**src/hw/rtl/rbsf_pkg.sv**
```systemverilog
// Shared types and constants of the RGB 3x3 blur and sharpen filter.
package rbsf_pkg;

  localparam int MAX_SIZE_DEF = 1024;
  localparam int SIZE_MIN     = 3;
  localparam int CHAN_W       = 8;
  localparam int NUM_CHAN     = 3;
  localparam int TAG_W        = 10;
  localparam int CFG_IDX_W    = 2;
  localparam int CFG_DATA_W   = 11;

  // Register indexes of the configuration port.
  localparam logic [CFG_IDX_W-1:0] REG_IMAGE_SIZE    = 2'd0;
  localparam logic [CFG_IDX_W-1:0] REG_KERNEL_MODE   = 2'd1;
  localparam logic [CFG_IDX_W-1:0] REG_DIVISOR       = 2'd2;
  localparam logic [CFG_IDX_W-1:0] REG_FILTER_ENABLE = 2'd3;

  // Register values after reset.
  localparam int RST_IMAGE_SIZE = 3;
  localparam logic [3:0] RST_DIVISOR = 4'd9;

  // Arithmetic constants.
  localparam logic [3:0] DIV7 = 4'd7;
  localparam logic [3:0] DIV9 = 4'd9;
  localparam int SHARP_GAIN   = 10;
  localparam int PIX_MAX      = 255;
  localparam int SUM_W        = 12;  // nine channel values
  localparam int INT_W        = 10;  // r+g+b of one pixel
  localparam int V_W          = 13;  // signed filter sum
  localparam int MAG_W        = 12;  // magnitude of the signed sum
  localparam int RECIP_W      = 13;
  localparam int PROD_W       = MAG_W + RECIP_W;
  localparam int RECIP_SHIFT  = 15;
  // Rounded-up reciprocals, exact for magnitudes below 2^15 / 6.
  localparam logic [RECIP_W-1:0] RECIP9 = 13'd3641;
  localparam logic [RECIP_W-1:0] RECIP7 = 13'd4682;

  typedef logic [NUM_CHAN-1:0][CHAN_W-1:0] pix_t;  // [0] red, [1] green, [2] blue

  // Sideband that follows a pixel through the pipeline.
  typedef struct packed {
    pix_t             px;
    logic [TAG_W-1:0] row;
    logic [TAG_W-1:0] col;
    logic             has_filt;
    logic             has_pass;
  } sb_t;

endpackage

```
**src/hw/rtl/rbsf_col_cell.sv**
```systemverilog
// One column of the 3x3 window, loaded from its right-hand neighbour on each shift.
module rbsf_col_cell (
  input  logic                   clk,
  input  logic                   shift,
  input  rbsf_pkg::pix_t [2:0]   load_col,
  output rbsf_pkg::pix_t [2:0]   col
);
  import rbsf_pkg::*;

  // The column moves one place left whenever a new pixel enters the window.
  always_ff @(posedge clk) begin
    if (shift) begin
      col <= load_col;
    end
  end

endmodule

```
**config.mk**
```make
export PLATFORM = sky130hd
export DESIGN_NAME = rbsf_col_cell
export DESIGN_NICKNAME = d
export VERILOG_FILES = /design/src/hw/rtl/rbsf_pkg.sv /design/src/hw/rtl/rbsf_col_cell.sv
export SDC_FILE = /design/constraint.sdc
export NUM_CORES = 1
export LEC_CHECK = 0
export BUFFER_PORTS_ARGS = -buffer_cell sky130_fd_sc_hd__buf_2
export CAP_MARGIN = 20
export CELL_PAD_IN_SITES_DETAIL_PLACEMENT = 0
export CELL_PAD_IN_SITES_GLOBAL_PLACEMENT = 1
export CORE_MARGIN = 2
export CORE_UTILIZATION = 32
export CTS_CLUSTER_DIAMETER = 200
export DETAILED_ROUTE_END_ITERATION = 12
export GPL_TIMING_DRIVEN = 0
export PLACE_DENSITY = 0.76
export SLEW_MARGIN = 40
export SYNTH_ARGS = -nofsm -noshare
export SYNTH_HDL_FRONTEND = slang
export SYNTH_SLANG_ARGS = --single-unit
```
**constraint.sdc**
```tcl
create_clock -name clk -period 0.8 [get_ports clk]
set_input_delay 0.16 -clock clk [delete_from_list [all_inputs] [get_ports clk]]
set_output_delay 0.16 -clock clk [all_outputs]
set_load 0.1 [all_outputs]
```
==> key figures <==
Power
  – PD cells: 2480 nW/um2
  – Lkg Pwr: 1.83 nW
  – Peak VDD IR: 1400 uV

Setup path
  – WP buf/inv: 1
  – Slowest Stage Delay on Critical Path: 0.42 ns
  – Arr. time, crit path: 0.97 ns
  – Worst path top cell family by delay: flip-flops
  – CP startpoint kind: register
  – Maximum fanout along the worst path: 1
  – CP max stage cell: edfxtp_1
  – Kind of end point of the critical path: primary output
  – Setup crit end: col[6]
  – Crit path kind: reg -> out
  – Req. time, crit path: 0.64 ns
  – Critical path origin: col[6]$_DFFE_PP_
  – Cell depth of the worst setup path: 1
  – CP Cell Sequence: buf_6

Place
  – Post-Place Cells: 294
  – Routability cong.: 0.637
  – Setup slack at placement: -0.464 ns
  – Buffers on Ports: 145

Final layout
  – Post-Layout Cell Count: 382
  – # diodes: 0
  – Regs by FF count: col (72)
  – Multi-input logic area: 0 um2
  – Largest register FFs: 72
  – # nets final: 374
  – Layout cells sized above 1: 52.8%
  – P&R area growth vs syn: 103%
  – Register with the highest flop count: col
  – Multi-input gates: 0

Floorplanning
  – Ports: 146
  – Die area: 7430 um2
  – Die X: 86.2 um
  – Starting Density: 33.5%
  – Row cnt: 29
  – Core region area: 6460 um2
  – Die H: 86.2 um

Detailed routing
  – Avg WL per Cell: 16.5 um
  – Routed via count: 1,629
  – Final WL: 6310 um
  – DRT iter0 DRCs: 65
  – Post-detailed-route DRC marker count: 0
  – ANT nets after route: 0
  – Via density per instance: 4.26
  – Detailed Routing Iterations Pass 1: 4

Yosys
  – Sequential area share after synthesis: 100%
  – Mean Syn Cell Area: 30.0 um2
  – Post-synthesis cell count: 72
  – #FFs+latches synth: 72
  – YS warnings: 0
  – Post-synthesis cell type count: 1
  – Post-Syn Nets: 146
  – Mapped cell area: 2160 um2

STA
  – Worst setup margin: -0.327 ns
  – Count of final hold-check violations: 0
  – Slew Viols, Final: 0
  – Endpoints failing setup: 72
  – Slew HR: 56.8%
  – Slew @ Worst Pin: 0.648 ns
  – Fmax: 0.888 GHz
  – RSZ-0062 raised after global routing: true
  – Hold slack: 0.332 ns
  – Final min period: 1.13 ns
  – Fin crit share: 141%

Clocking
  – Max clock buf depth: 2
  – Clk slew on worst S/H paths: 0.09 ns
  – Post-CTS setup buffers: 0
  – Cts bufs inserted: 9
  – Clock root buffer: clkbuf_8
  – H-Tree Level Count: 3
  – TritonCTS clock tree: built
  – Clock Sinks: 72

Global routing
  – Vias in the first global route: 1,892
  – Initial antenna violation count: 0
  – Congestion Overflow GR: 0
  – GRT Overall Usage: 17.3%
  – Largest net degree at the start of global routing: 73
  – First-pass GRT wire length: 9310 um

Run status
  – Status: complete, but fails checks
  – Failing checks: setup timing

Run
  – Maxcap violations: 0

Min path
  – HP Class: in -> reg
[power by group]
group | leakage, nW | internal [mW] | total [mW] | switching, mW
clock network | 0.0929 | 1.47 | 2.89 | 1.42
registers | 0.705 | 4.49 | 4.64 | 0.147
logic | 1.03 | 0.902 | 3.32 | 2.42
total | 1.83 | 6.86 | 10.8 | 3.99
[worst min path at each step]
stage / end / cells after the start / from / slack [ns]
2_1_floorplan: col[0]$_DFFE_PP_ / 0 / load_col[0] / 0.26
5_1_grt: col[34]$_DFFE_PP_ / 1 / shift / 0.34
3_5_place_dp: col[52]$_DFFE_PP_ / 1 / load_col[52] / 0.34
4_1_cts: col[34]$_DFFE_PP_ / 1 / shift / 0.32
3_3_place_gp: col[52]$_DFFE_PP_ / 1 / load_col[52] / 0.34
6_report: col[0]$_DFFE_PP_ / 1 / shift / 0.33
[timing repair]
item                       CTS  global route
gates cloned                 0             0
hold buffers                72             0
hold endpoints to repair    72             0
setup endpoints to repair  144            72
gates resized for setup    145             4
[per-stage QoR]
| step | power, mW | util (%) | instance area (um2) | TNS [ns] |
|---|---|---|---|---|
| floorplan | 6.78 | - | 2160 | -19.01 |
| global placement | 7.26 | 46.2 | 2980 | -68.08 |
| CTS | 10.9 | 67.6 | 4360 | -22.26 |
| detailed placement | 7.29 | 46.2 | 2990 | -39.07 |
| finish | 10.8 | 67.8 | 4380 | -20.83 |
| global route | 11.2 | 67.8 | 4380 | -23.82 |
[placed cells by master (no fill, tap or decap)]
cell type | Yosys | routed
edfxtp_1 | 72 | 72
dlygate4sd3_1 | 0 | 72
buf_2 | 0 | 72
buf_6 | 0 | 69
clkbuf_8 | 0 | 9
buf_8 | 0 | 4
clkinvlp_4 | 0 | 3
inv_6 | 0 | 3
bufinv_16 | 0 | 1
[layer usage]
layer	track usage (%)	share of wire (%)
met3	5.90	8.7
met2	33.7	57
met5	0	0
met4	10.4	3.8
met1	14.9	31
[synth_stat cells, drive strengths merged]
cell type | count | area [um2]
edfxtp | 72 | 2160
[cell type report]
type	count	area, um2
well taps	77	96.3
repair buffers	217	1920
clock buffers	9	124
fillers	443	2080
flip-flops and latches	72	2160
clock inverters	7	78.8
[cells by family after synthesis]
logic type	synth area share, %
flops	100
Power figures use the tool's default switching activity.
