--- src/hw/rtl/rbsf_pkg.sv ---
// Shared types and constants of the RGB 3x3 blur and sharpen filter.
package rbsf_pkg;

  localparam int MAX_SIZE_DEF = 1024;
  localparam int SIZE_MIN     = 3;
  localparam int CHAN_W       = 8;
  localparam int NUM_CHAN     = 3;
  localparam int TAG_W        = 10;
  localparam int CFG_IDX_W    = 2;
  localparam int CFG_DATA_W   = 11;

  // Register indexes of the configuration port.
  localparam logic [CFG_IDX_W-1:0] REG_IMAGE_SIZE    = 2'd0;
  localparam logic [CFG_IDX_W-1:0] REG_KERNEL_MODE   = 2'd1;
  localparam logic [CFG_IDX_W-1:0] REG_DIVISOR       = 2'd2;
  localparam logic [CFG_IDX_W-1:0] REG_FILTER_ENABLE = 2'd3;

  // Register values after reset.
  localparam int RST_IMAGE_SIZE = 3;
  localparam logic [3:0] RST_DIVISOR = 4'd9;

  // Arithmetic constants.
  localparam logic [3:0] DIV7 = 4'd7;
  localparam logic [3:0] DIV9 = 4'd9;
  localparam int SHARP_GAIN   = 10;
  localparam int PIX_MAX      = 255;
  localparam int SUM_W        = 12;  // nine channel values
  localparam int INT_W        = 10;  // r+g+b of one pixel
  localparam int V_W          = 13;  // signed filter sum
  localparam int MAG_W        = 12;  // magnitude of the signed sum
  localparam int RECIP_W      = 13;
  localparam int PROD_W       = MAG_W + RECIP_W;
  localparam int RECIP_SHIFT  = 15;
  // Rounded-up reciprocals, exact for magnitudes below 2^15 / 6.
  localparam logic [RECIP_W-1:0] RECIP9 = 13'd3641;
  localparam logic [RECIP_W-1:0] RECIP7 = 13'd4682;

  typedef logic [NUM_CHAN-1:0][CHAN_W-1:0] pix_t;  // [0] red, [1] green, [2] blue

  // Sideband that follows a pixel through the pipeline.
  typedef struct packed {
    pix_t             px;
    logic [TAG_W-1:0] row;
    logic [TAG_W-1:0] col;
    logic             has_filt;
    logic             has_pass;
  } sb_t;

endpackage

--- src/hw/rtl/rbsf_kernel.sv ---
// Pipelined 3x3 kernel: sums, darkest and brightest search, division and clamp.
module rbsf_kernel (
  input  logic                 clk,
  input  logic                 rst,
  input  logic                 kernel_mode,
  input  logic [3:0]           divisor,
  input  logic                 filter_enable,
  input  logic                 in_valid,
  output logic                 in_ready,
  input  rbsf_pkg::pix_t [8:0] win,
  input  rbsf_pkg::sb_t        in_sb,
  output logic                 out_valid,
  input  logic                 out_ready,
  output rbsf_pkg::sb_t        out_sb,
  output rbsf_pkg::pix_t       out_pix
);
  import rbsf_pkg::*;

  logic k1_v, k2_v, k3_v, k4_v;
  logic r1, r2, r3, r4;
  sb_t  k1_sb, k2_sb, k3_sb, k4_sb;

  // Stage one: channel sums and pixel intensities.
  pix_t [8:0]                    k1_win;
  logic [NUM_CHAN-1:0][SUM_W-1:0] k1_sum, sum_c;
  logic [8:0][INT_W-1:0]          k1_int, int_c;

  // Stage two: darkest and brightest pixels.
  logic [NUM_CHAN-1:0][SUM_W-1:0] k2_sum;
  pix_t                           k2_ctr, k2_min, k2_max;
  logic [3:0]                     min_k, max_k;
  logic [INT_W-1:0]               min_i, max_i;

  // Stage three: signed sum per channel.
  logic [NUM_CHAN-1:0][V_W-1:0]   k3_acc, acc_c;

  // Stage four: magnitude and reciprocal product.
  logic [NUM_CHAN-1:0]            k4_neg;
  logic [NUM_CHAN-1:0][MAG_W-1:0] k4_mag;
  logic [NUM_CHAN-1:0][PROD_W-1:0] k4_prod;
  logic                           k4_div;
  logic [RECIP_W-1:0]             recip;

  assign r4       = !k4_v || out_ready;
  assign r3       = !k3_v || r4;
  assign r2       = !k2_v || r3;
  assign r1       = !k1_v || r2;
  assign in_ready = r1;

  always_comb begin
    for (int k = 0; k < 9; k++) begin
      int_c[k] = INT_W'(win[k][0]) + INT_W'(win[k][1]) + INT_W'(win[k][2]);
    end
    for (int ch = 0; ch < NUM_CHAN; ch++) begin
      sum_c[ch] = '0;
      for (int k = 0; k < 9; k++) begin
        sum_c[ch] = sum_c[ch] + SUM_W'(win[k][ch]);
      end
    end
  end

  // Row-by-row scan: the darkest takes the last of equals, the brightest the first.
  always_comb begin
    min_k = '0;
    max_k = '0;
    min_i = k1_int[0];
    max_i = k1_int[0];
    for (int k = 1; k < 9; k++) begin
      if (k1_int[k] <= min_i) begin
        min_i = k1_int[k];
        min_k = 4'(k);
      end
      if (k1_int[k] > max_i) begin
        max_i = k1_int[k];
        max_k = 4'(k);
      end
    end
  end

  always_comb begin
    for (int ch = 0; ch < NUM_CHAN; ch++) begin
      acc_c[ch] = V_W'(k2_sum[ch]);
      if (kernel_mode) begin
        acc_c[ch] = V_W'(k2_ctr[ch]) * V_W'(SHARP_GAIN) - acc_c[ch];
      end
      if (filter_enable) begin
        acc_c[ch] = acc_c[ch] - V_W'(k2_min[ch]) - V_W'(k2_max[ch]);
      end
    end
  end

  assign recip = (divisor == DIV9) ? RECIP9 : RECIP7;

  // Valid bits of the four stages.
  always_ff @(posedge clk) begin
    if (rst) begin
      k1_v <= 1'b0;
      k2_v <= 1'b0;
      k3_v <= 1'b0;
      k4_v <= 1'b0;
    end else begin
      if (r1) k1_v <= in_valid;
      if (r2) k2_v <= k1_v;
      if (r3) k3_v <= k2_v;
      if (r4) k4_v <= k3_v;
    end
  end

  // Payload of the four stages.
  always_ff @(posedge clk) begin
    if (r1) begin
      k1_sb  <= in_sb;
      k1_win <= win;
      k1_sum <= sum_c;
      k1_int <= int_c;
    end
    if (r2) begin
      k2_sb  <= k1_sb;
      k2_sum <= k1_sum;
      k2_ctr <= k1_win[4];
      k2_min <= k1_win[min_k];
      k2_max <= k1_win[max_k];
    end
    if (r3) begin
      k3_sb  <= k2_sb;
      k3_acc <= acc_c;
    end
    if (r4) begin
      k4_sb  <= k3_sb;
      k4_div <= (divisor == DIV9) || (divisor == DIV7);
      for (int ch = 0; ch < NUM_CHAN; ch++) begin
        k4_neg[ch]  <= k3_acc[ch][V_W-1];
        k4_mag[ch]  <= k3_acc[ch][V_W-1] ? MAG_W'(-k3_acc[ch]) : MAG_W'(k3_acc[ch]);
        k4_prod[ch] <= PROD_W'(k3_acc[ch][V_W-1] ? MAG_W'(-k3_acc[ch]) : MAG_W'(k3_acc[ch]))
                       * PROD_W'(recip);
      end
    end
  end

  // Quotient, sign and the clamp of sharpen mode.
  always_comb begin
    logic [MAG_W-1:0] q;
    logic [V_W-1:0]   res;
    for (int ch = 0; ch < NUM_CHAN; ch++) begin
      q   = k4_div ? MAG_W'(k4_prod[ch] >> RECIP_SHIFT) : k4_mag[ch];
      res = k4_neg[ch] ? V_W'(-{1'b0, q}) : V_W'({1'b0, q});
      if (kernel_mode) begin
        if (k4_neg[ch]) begin
          out_pix[ch] = '0;
        end else if (q > MAG_W'(PIX_MAX)) begin
          out_pix[ch] = CHAN_W'(PIX_MAX);
        end else begin
          out_pix[ch] = q[CHAN_W-1:0];
        end
      end else begin
        out_pix[ch] = res[CHAN_W-1:0];
      end
    end
  end

  assign out_valid = k4_v;
  assign out_sb    = k4_sb;

endmodule

--- config.mk ---
export PLATFORM = sky130hd
export DESIGN_NAME = rbsf_kernel
export DESIGN_NICKNAME = d
export VERILOG_FILES = /design/src/hw/rtl/rbsf_pkg.sv /design/src/hw/rtl/rbsf_kernel.sv
export SDC_FILE = /design/constraint.sdc
export NUM_CORES = 2
export LEC_CHECK = 0
export CORE_ASPECT_RATIO = 1.4
export CORE_MARGIN = 2
export CORE_UTILIZATION = 55
export DETAILED_ROUTE_END_ITERATION = 6
export DONT_BUFFER_PORTS = 1
export PLACE_DENSITY_LB_ADDON = 0.3
export SLEW_MARGIN = 25
export SYNTH_ARGS = -nofsm -noshare
export SYNTH_HDL_FRONTEND = slang
export SYNTH_SLANG_ARGS = --single-unit
--- constraint.sdc ---
create_clock -name clk -period 17.6 [get_ports clk]
set_clock_uncertainty 0.15 [all_clocks]
set_input_delay 3.52 -clock clk [delete_from_list [all_inputs] [get_ports clk]]
set_output_delay 3.52 -clock clk [all_outputs]
set_load 0.01 [all_outputs]
==> results.json <==
{
  "relSlewSlack": 0.239,
  "synth_simple_gate_area_share": 0.0529,
  "synth_compound_area_frac": 0.112,
  "hold_buffers": 0,
  "timing.final.crit_share": 0.952,
  "vias": 37200,
  "crit_required_ps": 17880,
  "rows": 137,
  "synth_area_mm2": 0.0553,
  "cts_tree": "yes",
  "htreeDepth": 3,
  "area_growth_pct": 9.97,
  "drive_gt1_frac": 0.0855,
  "die_h_um": 379,
  "dieArea_mm2": 0.103,
  "via_per_inst": 5.94,
  "final_hold_viol_count": 0,
  "critPathKind": "reg2reg",
  "synthAdderAreaFrac": 0.290,
  "wl_per_cell_um": 27.2,
  "period_minus_slack_ps": 16750,
  "critical_path.slowest_cell": "or4_1",
  "synth_top_family_by_area": "adder cells",
  "setup_slack_ps": 853,
  "antenna_found_initial": 8,
  "port_buffers": 0,
  "cts_buffers": 77,
  "place.gp.congestion": 0.984,
  "holdPathStages": 0,
  "cts_root_buffer": "clkbuf_16",
  "yosysSeqAreaShare": 0.405,
  "cts.clk_slew.worst_paths_ps": 60,
  "crit_fanout": 11,
  "synth.area.mux_share": 0.0394,
  "critPathMaxStageDelay_ps": 540,
  "io_pins": 344,
  "hpwl_um": 140000,
  "ys_types": 84,
  "place_ws_ps": 235,
  "crit_path_start_kind": "flip-flop",
  "fp.dieW_um": 272,
  "setup_viol": 0,
  "cts_num_sinks": 747,
  "synth_xor_area_frac": 0.0318,
  "cp.arrival_ps": 17030,
  "endpoint_kind": "flip-flop",
  "max_freq_mhz": 59.7,
  "max_cap_violations": 0,
  "routed_wl_um": 170000,
  "ys_warn_count": 0,
  "gr-total-overflow": 0,
  "route.detailed.drc": 0,
  "postSynthCellCount": 4714,
  "ant_nets": 0,
  "clk_latency_ps": 700,
  "avgSynthCellArea_um2": 11.7,
  "core-area_mm2": 0.0998,
  "grtUsageTotal": 0.334,
  "synth-edff-count": 743,
  "reg2reg_depth": 87,
  "ys.flop_type": "edfxtp_1",
  "start_util": 0.555,
  "maxSlewViolCount": 0,
  "drt_iter0_drc": 2778,
  "path_common_cell": "buf_4",
  "grt_pass1_wl_um": 245000,
  "ys_ff_latch": 747,
  "worst_pin_slew_ps": 1140,
  "synth-async-reset-ratio": 0,
  "firstDrtPassIters": 5,
  "grt_max_degree": 177,
  "grt_pass1_vias": 38400,
  "final_nets": 6153,
  "hp-class": "reg2reg",
  "status": "finished, final reports clean",
  "clockBufferDepth": 3
}
==> worst max-delay path: cells and delay by family (launching register included) <==
| family | cells | cell delay, ps |
|---|---|---|
| flip-flops | 1 | 440 |
| adder cells (fa/ha/maj) | 8 | 2520 |
| AND/OR/NAND/NOR | 16 | 2920 |
| multiplexers | 5 | 1300 |
| buffers and inverters | 20 | 3330 |
| AO/OA/AOI/OAI | 38 | 5740 |
==> metrics by stage <==
step	instances	cell area (µm²)	hold slack (ps)	TNS, ps	util
CTS	6246	60600	260	0	0.608
detailed placement	6104	58000	255	0	0.582
floorplan	4749	55500	250	0	-
finish	6258	60800	252	0	0.610
global route	6256	60800	263	-598	0.610
global placement	6104	58000	250	0	0.582
==> final timing paths <==
kind / startpoint / slack, ps / endpoint
max: k1_int[19] / 850 / k2_min[1]
min reg2reg: k2_sb[24] / 250 / k3_sb[24]
min: k2_sb[24] / 250 / k3_sb[24]
max reg2reg: k1_int[19] / 850 / k2_min[1]
==> cells by family (layout without fill, tap and decap cells) <==
family                     count (synthesis)  after routing
other                                      2             40
adders and majority gates               1010           1010
buffers and inverters                    994           1180
xor gates and xnor gates                 201            201
muxes                                    212            212
and+or+nand+nor                          639            639
AOI/OAI and AO/OA                        909            909
DFF                                      747            747
==> placed cells by master (no fill, tap or decap), types with 14 or more instances in the layout <==
| master | count |
|---|---|
| a31oi_1 | 23 |
| nand2b_1 | 14 |
| clkinv_2 | 14 |
| o22a_1 | 33 |
| xor2_1 | 58 |
| buf_12 | 15 |
| o221a_2 | 24 |
| clkbuf_16 | 77 |
| o221ai_1 | 33 |
| a211oi_1 | 14 |
| o21a_1 | 51 |
| o211ai_1 | 55 |
| buf_4 | 141 |
| o21bai_1 | 48 |
| edfxtp_1 | 743 |
| inv_1 | 874 |
| a21boi_0 | 20 |
| and3_1 | 17 |
| nor2b_1 | 41 |
| a221oi_1 | 23 |
| a21o_1 | 106 |
| clkbuf_1 | 15 |
| nor2_1 | 204 |
| a2bb2oi_1 | 14 |
| nand4_1 | 21 |
| xnor2_1 | 143 |
| nand3_1 | 27 |
| mux2i_1 | 159 |
| o21ai_0 | 150 |
| nand2_1 | 208 |
| conb_1 | 37 |
| ha_1 | 552 |
| fa_1 | 457 |
| a21oi_1 | 219 |
| nor3_1 | 37 |
| mux2_2 | 47 |
==> Yosys cell counts (6+ instances only) <==
cell,instances,area share
a211oi_1,14,0.0019
a21boi_0,20,0.0027
a21o_1,106,0.014
a21oi_1,219,0.020
a221oi_1,23,0.0036
a22oi_1,13,0.0018
a2bb2oi_1,14,0.0022
a31oi_1,25,0.0028
and3_1,18,0.0020
and4_1,7,0.0011
buf_1,17,0.0012
buf_2,26,0.0024
clkbuf_1,65,0.0044
edfxtp_1,743,0.40
fa_1,457,0.17
ha_1,552,0.12
inv_1,876,0.059
mux2_2,47,0.0096
mux2i_1,164,0.030
nand2_1,210,0.014
nand2b_1,15,0.0017
nand3_1,28,0.0025
nand4_1,21,0.0024
nor2_1,208,0.014
nor2b_1,42,0.0047
nor3_1,40,0.0036
o211ai_1,55,0.0075
o21a_1,51,0.0069
o21ai_0,158,0.014
o21bai_1,50,0.0068
o221a_2,24,0.0049
o221ai_1,36,0.0057
o22a_1,33,0.0052
o22ai_1,6,0.00068
o31ai_1,11,0.0015
or2_2,10,0.0011
or3_1,10,0.0011
or4_1,7,0.00095
xnor2_1,143,0.023
xor2_1,58,0.0092
==> layout make-up <==
class / count / area, µm²
diodes: 3 / 7.51
multi-input cells: 3008 / 29500
clock inverters: 49 / 601
flip-flops and latches: 747 / 22400
well taps: 1320 / 1650
fillers: 8034 / 38900
repair buffers: 161 / 1420
clock buffers: 93 / 2000
inverters: 877 / 3300
==> sequential cells by signal, indices dropped and copies added (netlist names), 39 cells and up <==
| name | flops |
|---|---|
| k1_win | 216 |
| k1_int | 90 |
| k1_sb | 46 |
| k2_sb | 46 |
| k3_sb | 46 |
| out_sb | 46 |
| k3_acc | 39 |
==> timing repair <==
| action | in CTS | in global routing |
|---|---|---|
| endpoints found under the setup margin | 0 | 48 |
| resized for setup | 0 | 38 |
| setup buffers | 0 | 9 |
==> per-layer routing <==
metal	routed length (µm)	share of wire	track usage	vias up
met3	13700	0.080	0.0722	536
met2	85200	0.50	0.585	1685
li1	-	-	-	16600
met1	56000	0.33	0.349	18400
met5	13	0.000076	0	-
met4	15500	0.091	0.256	2
Power is not shown: default switching activity piles up to over one toggle a cycle in this logic, so the estimate is an artifact.
